### src/rtl/assert_macros.svh
// assertion macros used by the top level to check its own logic
`ifndef ASSERT_MACROS_SVH
`define ASSERT_MACROS_SVH

// property that holds at every clock edge outside reset
`define ASSERT_HOLDS(label, expr, msg) \
  label: assert property (@(posedge clk) disable iff (rst) (expr)) else $error(msg);

// same-cycle implication
`define ASSERT_IMPLIES(label, ante, cons, msg) \
  label: assert property (@(posedge clk) disable iff (rst) (ante) |-> (cons)) else $error(msg);

// next-cycle implication
`define ASSERT_NEXT(label, ante, cons, msg) \
  label: assert property (@(posedge clk) disable iff (rst) (ante) |=> (cons)) else $error(msg);

`endif

### src/rtl/rlcs_pkg.sv
// types, constants and microcode table of the range letter count and sort core
package rlcs_pkg;

  localparam int STORE_DEPTH   = 1024;
  localparam int ALPHABET_SIZE = 26;

  localparam int CMD_W    = 2;
  localparam int POS_W    = 10;
  localparam int SYM_W    = 5;
  localparam int LETTER_W = 5;
  localparam int CNT_W    = 11;
  localparam int ADDR_W   = $clog2(STORE_DEPTH);
  localparam int PTR_W    = (ADDR_W > POS_W) ? ADDR_W : POS_W;
  localparam int STEP_W   = 4;

  localparam logic [SYM_W-1:0]    EMPTY_CODE  = '1;
  localparam logic [LETTER_W-1:0] LAST_LETTER = LETTER_W'(ALPHABET_SIZE - 1);
  localparam logic [CNT_W-1:0]    COUNT_MAX   = '1;
  localparam logic [PTR_W-1:0]    LAST_PTR    = PTR_W'(STORE_DEPTH - 1);

  typedef enum logic [CMD_W-1:0] {
    CMD_WRITE = 2'd0,
    CMD_COUNT = 2'd1,
    CMD_SORT  = 2'd2,
    CMD_CLEAR = 2'd3
  } cmd_t;

  typedef enum logic [STEP_W-1:0] {
    S_IDLE      = 4'd0,
    S_WRITE     = 4'd1,
    S_SETUP     = 4'd2,
    S_SCAN      = 4'd3,
    S_DRAIN     = 4'd4,
    S_LOAD      = 4'd5,
    S_RUN       = 4'd6,
    S_NEXT      = 4'd7,
    S_DONE      = 4'd8,
    S_EMIT      = 4'd9,
    S_FIN       = 4'd10,
    S_CLR       = 4'd11,
    S_CLR_END   = 4'd12,
    S_RST_SWEEP = 4'd13,
    S_RST_END   = 4'd14
  } step_t;

  typedef enum logic [3:0] {
    C_NEVER,
    C_ALWAYS,
    C_DISPATCH,
    C_SCAN_MORE,
    C_RANGE_BAD,
    C_IS_COUNT,
    C_CNT_ZERO,
    C_REM_MORE,
    C_LETTER_MORE,
    C_PTR_NOT_LAST
  } cond_t;

  typedef enum logic {ADDR_PTR, ADDR_LO} addr_sel_t;
  typedef enum logic [1:0] {WD_NONE, WD_SYM, WD_LETTER, WD_EMPTY} wdata_sel_t;
  typedef enum logic [1:0] {PTR_HOLD, PTR_ZERO, PTR_LO, PTR_INC} ptr_op_t;
  typedef enum logic [1:0] {LET_HOLD, LET_ZERO, LET_INC} letter_op_t;
  typedef enum logic [1:0] {REM_HOLD, REM_LOAD, REM_DEC} rem_op_t;
  typedef enum logic [1:0] {EMIT_NONE, EMIT_COUNT, EMIT_DONE} emit_op_t;

  typedef struct packed {
    logic       wait_in;
    addr_sel_t  addr_sel;
    wdata_sel_t wdata_sel;
    logic       ram_rd;
    ptr_op_t    ptr_op;
    letter_op_t letter_op;
    rem_op_t    rem_op;
    logic       cnt_clr;
    emit_op_t   emit_op;
    cond_t      cond;
    step_t      target;
  } uword_t;

  typedef struct packed {
    uword_t uw;
    logic   adv;
    logic   accept;
  } ctrl_t;

  typedef struct packed {
    logic out_free;
    logic scan_more;
    logic range_bad;
    logic is_count;
    logic cnt_zero;
    logic rem_more;
    logic letter_more;
    logic ptr_not_last;
  } stat_t;

  typedef struct packed {
    logic [CMD_W-1:0] command;
    logic [POS_W-1:0] left_pos;
    logic [POS_W-1:0] right_pos;
    logic [SYM_W-1:0] symbol;
  } item_t;

  typedef struct packed {
    logic                kind;
    logic [LETTER_W-1:0] letter;
    logic [CNT_W-1:0]    letter_count;
    logic                last;
  } result_t;

  localparam uword_t UW_NOP = '{
    wait_in:   1'b0,
    addr_sel:  ADDR_PTR,
    wdata_sel: WD_NONE,
    ram_rd:    1'b0,
    ptr_op:    PTR_HOLD,
    letter_op: LET_HOLD,
    rem_op:    REM_HOLD,
    cnt_clr:   1'b0,
    emit_op:   EMIT_NONE,
    cond:      C_NEVER,
    target:    S_IDLE
  };

  // microprogram: one control word per step
  function automatic uword_t ucode(step_t s);
    uword_t w;
    w = UW_NOP;
    unique case (s)
      S_IDLE: begin
        w.wait_in = 1'b1;
        w.ptr_op  = PTR_ZERO;
        w.cond    = C_DISPATCH;
      end
      S_WRITE: begin
        w.addr_sel  = ADDR_LO;
        w.wdata_sel = WD_SYM;
        w.cond      = C_ALWAYS;
        w.target    = S_IDLE;
      end
      S_SETUP: begin
        w.cnt_clr   = 1'b1;
        w.ptr_op    = PTR_LO;
        w.letter_op = LET_ZERO;
        w.cond      = C_RANGE_BAD;
        w.target    = S_DRAIN;
      end
      S_SCAN: begin
        w.ram_rd = 1'b1;
        w.ptr_op = PTR_INC;
        w.cond   = C_SCAN_MORE;
        w.target = S_SCAN;
      end
      S_DRAIN: begin
        w.ptr_op = PTR_LO;
        w.cond   = C_IS_COUNT;
        w.target = S_EMIT;
      end
      S_LOAD: begin
        w.rem_op = REM_LOAD;
        w.cond   = C_CNT_ZERO;
        w.target = S_NEXT;
      end
      S_RUN: begin
        w.wdata_sel = WD_LETTER;
        w.ptr_op    = PTR_INC;
        w.rem_op    = REM_DEC;
        w.cond      = C_REM_MORE;
        w.target    = S_RUN;
      end
      S_NEXT: begin
        w.letter_op = LET_INC;
        w.cond      = C_LETTER_MORE;
        w.target    = S_LOAD;
      end
      S_DONE: begin
        w.emit_op = EMIT_DONE;
        w.cond    = C_ALWAYS;
        w.target  = S_IDLE;
      end
      S_EMIT: begin
        w.emit_op   = EMIT_COUNT;
        w.letter_op = LET_INC;
        w.cond      = C_LETTER_MORE;
        w.target    = S_EMIT;
      end
      S_FIN: begin
        w.cond   = C_ALWAYS;
        w.target = S_IDLE;
      end
      S_CLR: begin
        w.wdata_sel = WD_EMPTY;
        w.ptr_op    = PTR_INC;
        w.cond      = C_PTR_NOT_LAST;
        w.target    = S_CLR;
      end
      S_CLR_END: begin
        w.cond   = C_ALWAYS;
        w.target = S_DONE;
      end
      S_RST_SWEEP: begin
        w.wdata_sel = WD_EMPTY;
        w.ptr_op    = PTR_INC;
        w.cond      = C_PTR_NOT_LAST;
        w.target    = S_RST_SWEEP;
      end
      S_RST_END: begin
        w.cond   = C_ALWAYS;
        w.target = S_IDLE;
      end
      default: begin
        w.cond   = C_ALWAYS;
        w.target = S_IDLE;
      end
    endcase
    return w;
  endfunction

  // entry step of each command
  function automatic step_t dispatch(logic [CMD_W-1:0] c);
    step_t s;
    s = S_IDLE;
    unique case (cmd_t'(c))
      CMD_WRITE: s = S_WRITE;
      CMD_COUNT: s = S_SETUP;
      CMD_SORT:  s = S_SETUP;
      CMD_CLEAR: s = S_CLR;
    endcase
    return s;
  endfunction

endpackage

### src/rtl/rlcs_seq.sv
// microcode sequencer: step counter, control rom and jump logic
module rlcs_seq (
  input  logic                       clk,
  input  logic                       rst,
  input  logic                       in_valid,
  input  logic [rlcs_pkg::CMD_W-1:0] command,
  input  rlcs_pkg::stat_t            stat,
  output rlcs_pkg::ctrl_t            ctrl
);
  import rlcs_pkg::*;

  step_t  step;
  step_t  step_next;
  uword_t uw;
  logic   adv;
  logic   cond_true;

  always_ff @(posedge clk) begin
    if (rst) begin
      step <= S_RST_SWEEP;
    end else begin
      step <= step_next;
    end
  end

  // control outputs
  always_comb begin
    uw  = ucode(step);
    adv = !(uw.wait_in && !in_valid) && !((uw.emit_op != EMIT_NONE) && !stat.out_free);
    ctrl.uw     = uw;
    ctrl.adv    = adv;
    ctrl.accept = uw.wait_in && in_valid;
  end

  // next step
  always_comb begin
    unique case (uw.cond)
      C_NEVER:        cond_true = 1'b0;
      C_ALWAYS:       cond_true = 1'b1;
      C_DISPATCH:     cond_true = 1'b1;
      C_SCAN_MORE:    cond_true = stat.scan_more;
      C_RANGE_BAD:    cond_true = stat.range_bad;
      C_IS_COUNT:     cond_true = stat.is_count;
      C_CNT_ZERO:     cond_true = stat.cnt_zero;
      C_REM_MORE:     cond_true = stat.rem_more;
      C_LETTER_MORE:  cond_true = stat.letter_more;
      C_PTR_NOT_LAST: cond_true = stat.ptr_not_last;
      default:        cond_true = 1'b1;
    endcase

    priority if (!adv) begin
      step_next = step;
    end else if (cond_true && (uw.cond == C_DISPATCH)) begin
      step_next = dispatch(command);
    end else if (cond_true) begin
      step_next = uw.target;
    end else begin
      step_next = step_t'(step + STEP_W'(1));
    end
  end
endmodule

### config.mk
export PLATFORM = sky130hd
export DESIGN_NAME = rlcs_seq
export DESIGN_NICKNAME = d
export VERILOG_FILES = /design/src/rtl/assert_macros.svh /design/src/rtl/rlcs_pkg.sv /design/src/rtl/rlcs_seq.sv
export SDC_FILE = /design/constraint.sdc
export NUM_CORES = 1
export LEC_CHECK = 0
export BUFFER_PORTS_ARGS = -buffer_cell sky130_fd_sc_hd__buf_2
export CAP_MARGIN = 20
export CORE_ASPECT_RATIO = 0.7
export CORE_MARGIN = 2
export CORE_UTILIZATION = 39
export CTS_CLUSTER_DIAMETER = 120
export DETAILED_ROUTE_END_ITERATION = 10
export GPL_ROUTABILITY_DRIVEN = 0
export PLACE_DENSITY = 0.67
export SLEW_MARGIN = 20
export SYNTH_ARGS = -nofsm -noshare
export SYNTH_HDL_FRONTEND = slang
export SYNTH_SLANG_ARGS = --single-unit
### constraint.sdc
create_clock -name clk -period 2.5 [get_ports clk]
set_input_delay 0.125 -clock clk [delete_from_list [all_inputs] [get_ports clk]]
set_output_delay 0.125 -clock clk [all_outputs]
set_load 0.05 [all_outputs]
==> results.md <==
- Proportion of layout cells with a drive suffix above 1: 38.7%
- Number of buffers created by CTS: 3
- Critical register-to-register path endpoint: step[1]
- Min-Delay Endpoint: step[3]
- Clock transition at the register clock pins on the worst setup and hold paths after CTS: 50 ps
- Most flop-heavy register: step
- Peak supply drop: 0.556 mV
- Routed wire length: 2.84 mm
- Smallest setup slack after layout: 145 ps
- Registers with the highest flip-flop counts: step x4
- Count of final max-slew check failures: 0
- Boundary pin count: 37
- Yosys warnings: 0
- Post-synth top area share: 8.99%
- First drt pass iteration count: 4
- Grt total ovfl: 0
- Die width: 61.1 microns
- Sequential area share after synthesis: 8.99%
- Number of global-route vias before repair: 982
- Source of the worst hold timing path: rst
- Nets: 189
- Critical Path Source: step[0]
- Average footprint of a synthesized cell: 6.85 sq um
- Final design area excluding fillers: 1180 sq um
- Async S/R FF share, synth: 0%
- Starting Density: 41.3%
- Yosys top cell by area: sky130_fd_sc_hd__dfxtp_1
- Number of buffers added on ports: 36
- Post-detailed-route DRC marker count: 0
- WP data required: 2620 ps
- Reported leakage power: 0.000589 uW
- All-layer global routing usage: 21.8%
- Outcome: completed
- Area contributors post-synth: sky130_fd_sc_hd__dfxtp_1, sky130_fd_sc_hd__ha_1, sky130_fd_sc_hd__o21ai_0
- Max-cap check violation count: 0
- Arrival time at the worst endpoint: 2480 ps
- Endpoint kind of the worst setup timing path: register
- Cell count of the worst reg-to-reg path: 8
- CTS tree: built
- Crit-path max FO: 6
- Synth unique cells: 46
- DR WL/cell: 14.2 microns
- Largest register FFs: 4
- # fillers: 226
- Std-Cell Rows: 14
- Fmax achieved: 425 MHz
- Startpoint kind of the worst setup timing path: register
- Later-pin clock latency in the skew report: 250 ps
- Cell count after synthesis: 130
- Setup repair after global routing missed its margin: no
- Net count after synthesis: 149
- Cells on Worst Hold Path: 3
- ANT cells: 0
- Largest clock skew in the final design: 3.20 ps
- EDFF count, synth: 0
- Class of the most critical hold timing path: in2reg
- Total via count in the routed design: 1090
- Worst Max-Slew Pin Slew: 593 ps
- Largest net degree at the start of global routing: 18
- Number of design-rule violations left by the first detailed-router iteration: 51
- Antenna violations before repair: 0
- Final Core Density: 54.7%
- Die ar.: 2690 sq um
- Pwr dens: 1540 nW/um^2
- Count of endpoints failing setup in the final report: 0
- Final period utilization: 94.2%
- Post-placement cell area: 1140 sq um
- Relative slew slack: 60.4%
- Overall Power: 1820 uW
- Die Y: 44.0 microns
- CTS max path bufs: 2
- DP Wirelength: 2.21 mm
- Number of vias per cell after detailed routing: 5.45
- Clock net sink count: 4
- Synth Flop Type: sky130_fd_sc_hd__dfxtp_1
- Endpoints failing hold: 0
- First-pass GRT wire length: 4.41 mm
- Netlist Area Pre-Place: 891 sq um
- Slack of the worst reg-to-reg path: 150 ps
- Layout overhead on the synthesized area: 32.3%
- Core ar.: 2150 sq um
- Accumulated negative setup slack: 0 ps
- Register bit total from synthesis: 4
- Type of the worst setup path: reg2reg
- Launch point of the worst reg-to-reg path: step[0]
- Final critical path time including I/O delays and setup: 2350 ps
- Placement Setup Slack: 155 ps
- Detail Route Antenna Nets: 0
- # Post-CTS Setup Buffers: 0
- CTS HTree Levels: 1
- Commonest cells in the netlist: sky130_fd_sc_hd__inv_1, sky130_fd_sc_hd__nor2_1, sky130_fd_sc_hd__o21ai_0
- Root cell of the clock tree: sky130_fd_sc_hd__clkbuf_4
-- routing by layer --
| layer | GRT usage [%] | vias to the layer above | routed length, microns |
|---|---|---|---|
| li1 | - | 541 | - |
| met1 | 31.3 | 479 | 1310 |
| met2 | 32.8 | 59 | 1220 |
| met3 | 2.09 | 11 | 220 |
| met4 | 9.57 | 0 | 78 |
| met5 | 0 | - | 0 |
-- cell type report --
cell class	count	area (sq um)	area share, %
Timing Repair Buffer	46	255	21.7
Sequential cell	4	80.1	6.79
Clock buffer	3	22.5	1.91
Tap cell	32	40.0	3.40
Multi-Input combinational cell	103	736	62.4
Inverter	12	45.0	3.82
-- kinds of logic (layout without fill, tap and decap cells) --
group | after synthesis | after routing | share of synthesized area (%)
fa+ha+maj | 6 | 6 | 8.43
flops | 4 | 4 | 8.99
buf+inv | 23 | 61 | 11.8
simple gates | 52 | 52 | 32.2
mux | 1 | 1 | 1.12
xor+xnor | 2 | 2 | 1.97
compound gates | 42 | 42 | 35.5
-- critical path, stage by stage (launching register included) --
cell and delay [ps]:
sky130_fd_sc_hd__dfxtp_1 420, sky130_fd_sc_hd__inv_1 90, sky130_fd_sc_hd__ha_1 210, sky130_fd_sc_hd__or4b_4 520
sky130_fd_sc_hd__o32ai_4 160, sky130_fd_sc_hd__o221a_2 260, sky130_fd_sc_hd__a211oi_2 70, sky130_fd_sc_hd__nor4_1 360
sky130_fd_sc_hd__o32ai_2 130
-- stage by stage --
| step | instances | hold slack [ps] |
|---|---|---|
| 6_report | 200 | 120 |
| 5_1_grt | 200 | 140 |
| 4_1_cts | 200 | 105 |
| 3_5_place_dp | 197 | 357 |
| 3_3_place_gp | 197 | 349 |
| 2_1_floorplan | 130 | 225 |
-- repair_timing --
item / 4_1_cts / 5_1_grt
hold buffers: 0 / 0
resized for setup: 0 / 3
setup endpoints to repair: 0 / 1
-- cell usage in the layout, fill, tap and decap left out, drive strengths merged, types with 4 or more instances in the layout --
cell,n
a21oi,8
a31oi,4
buf,46
dfxtp,4
ha,6
inv,12
nand2,10
nand3,4
nor2,13
nor4,4
o21ai,11
-- how the worst max path moves through the flow --
stage                   end  cells after the start
floorplan           step[1]                      9
global placement    step[1]                      8
detailed placement  step[1]                      8
CTS                 step[1]                      8
global route        step[3]                      9
finish              step[1]                      8
-- report_power, final --
group	switching, uW	internal (uW)
combinational	1090	487
sequential	64.1	89.1
clock	38.0	54.5
Power figures use the tool's default switching activity.
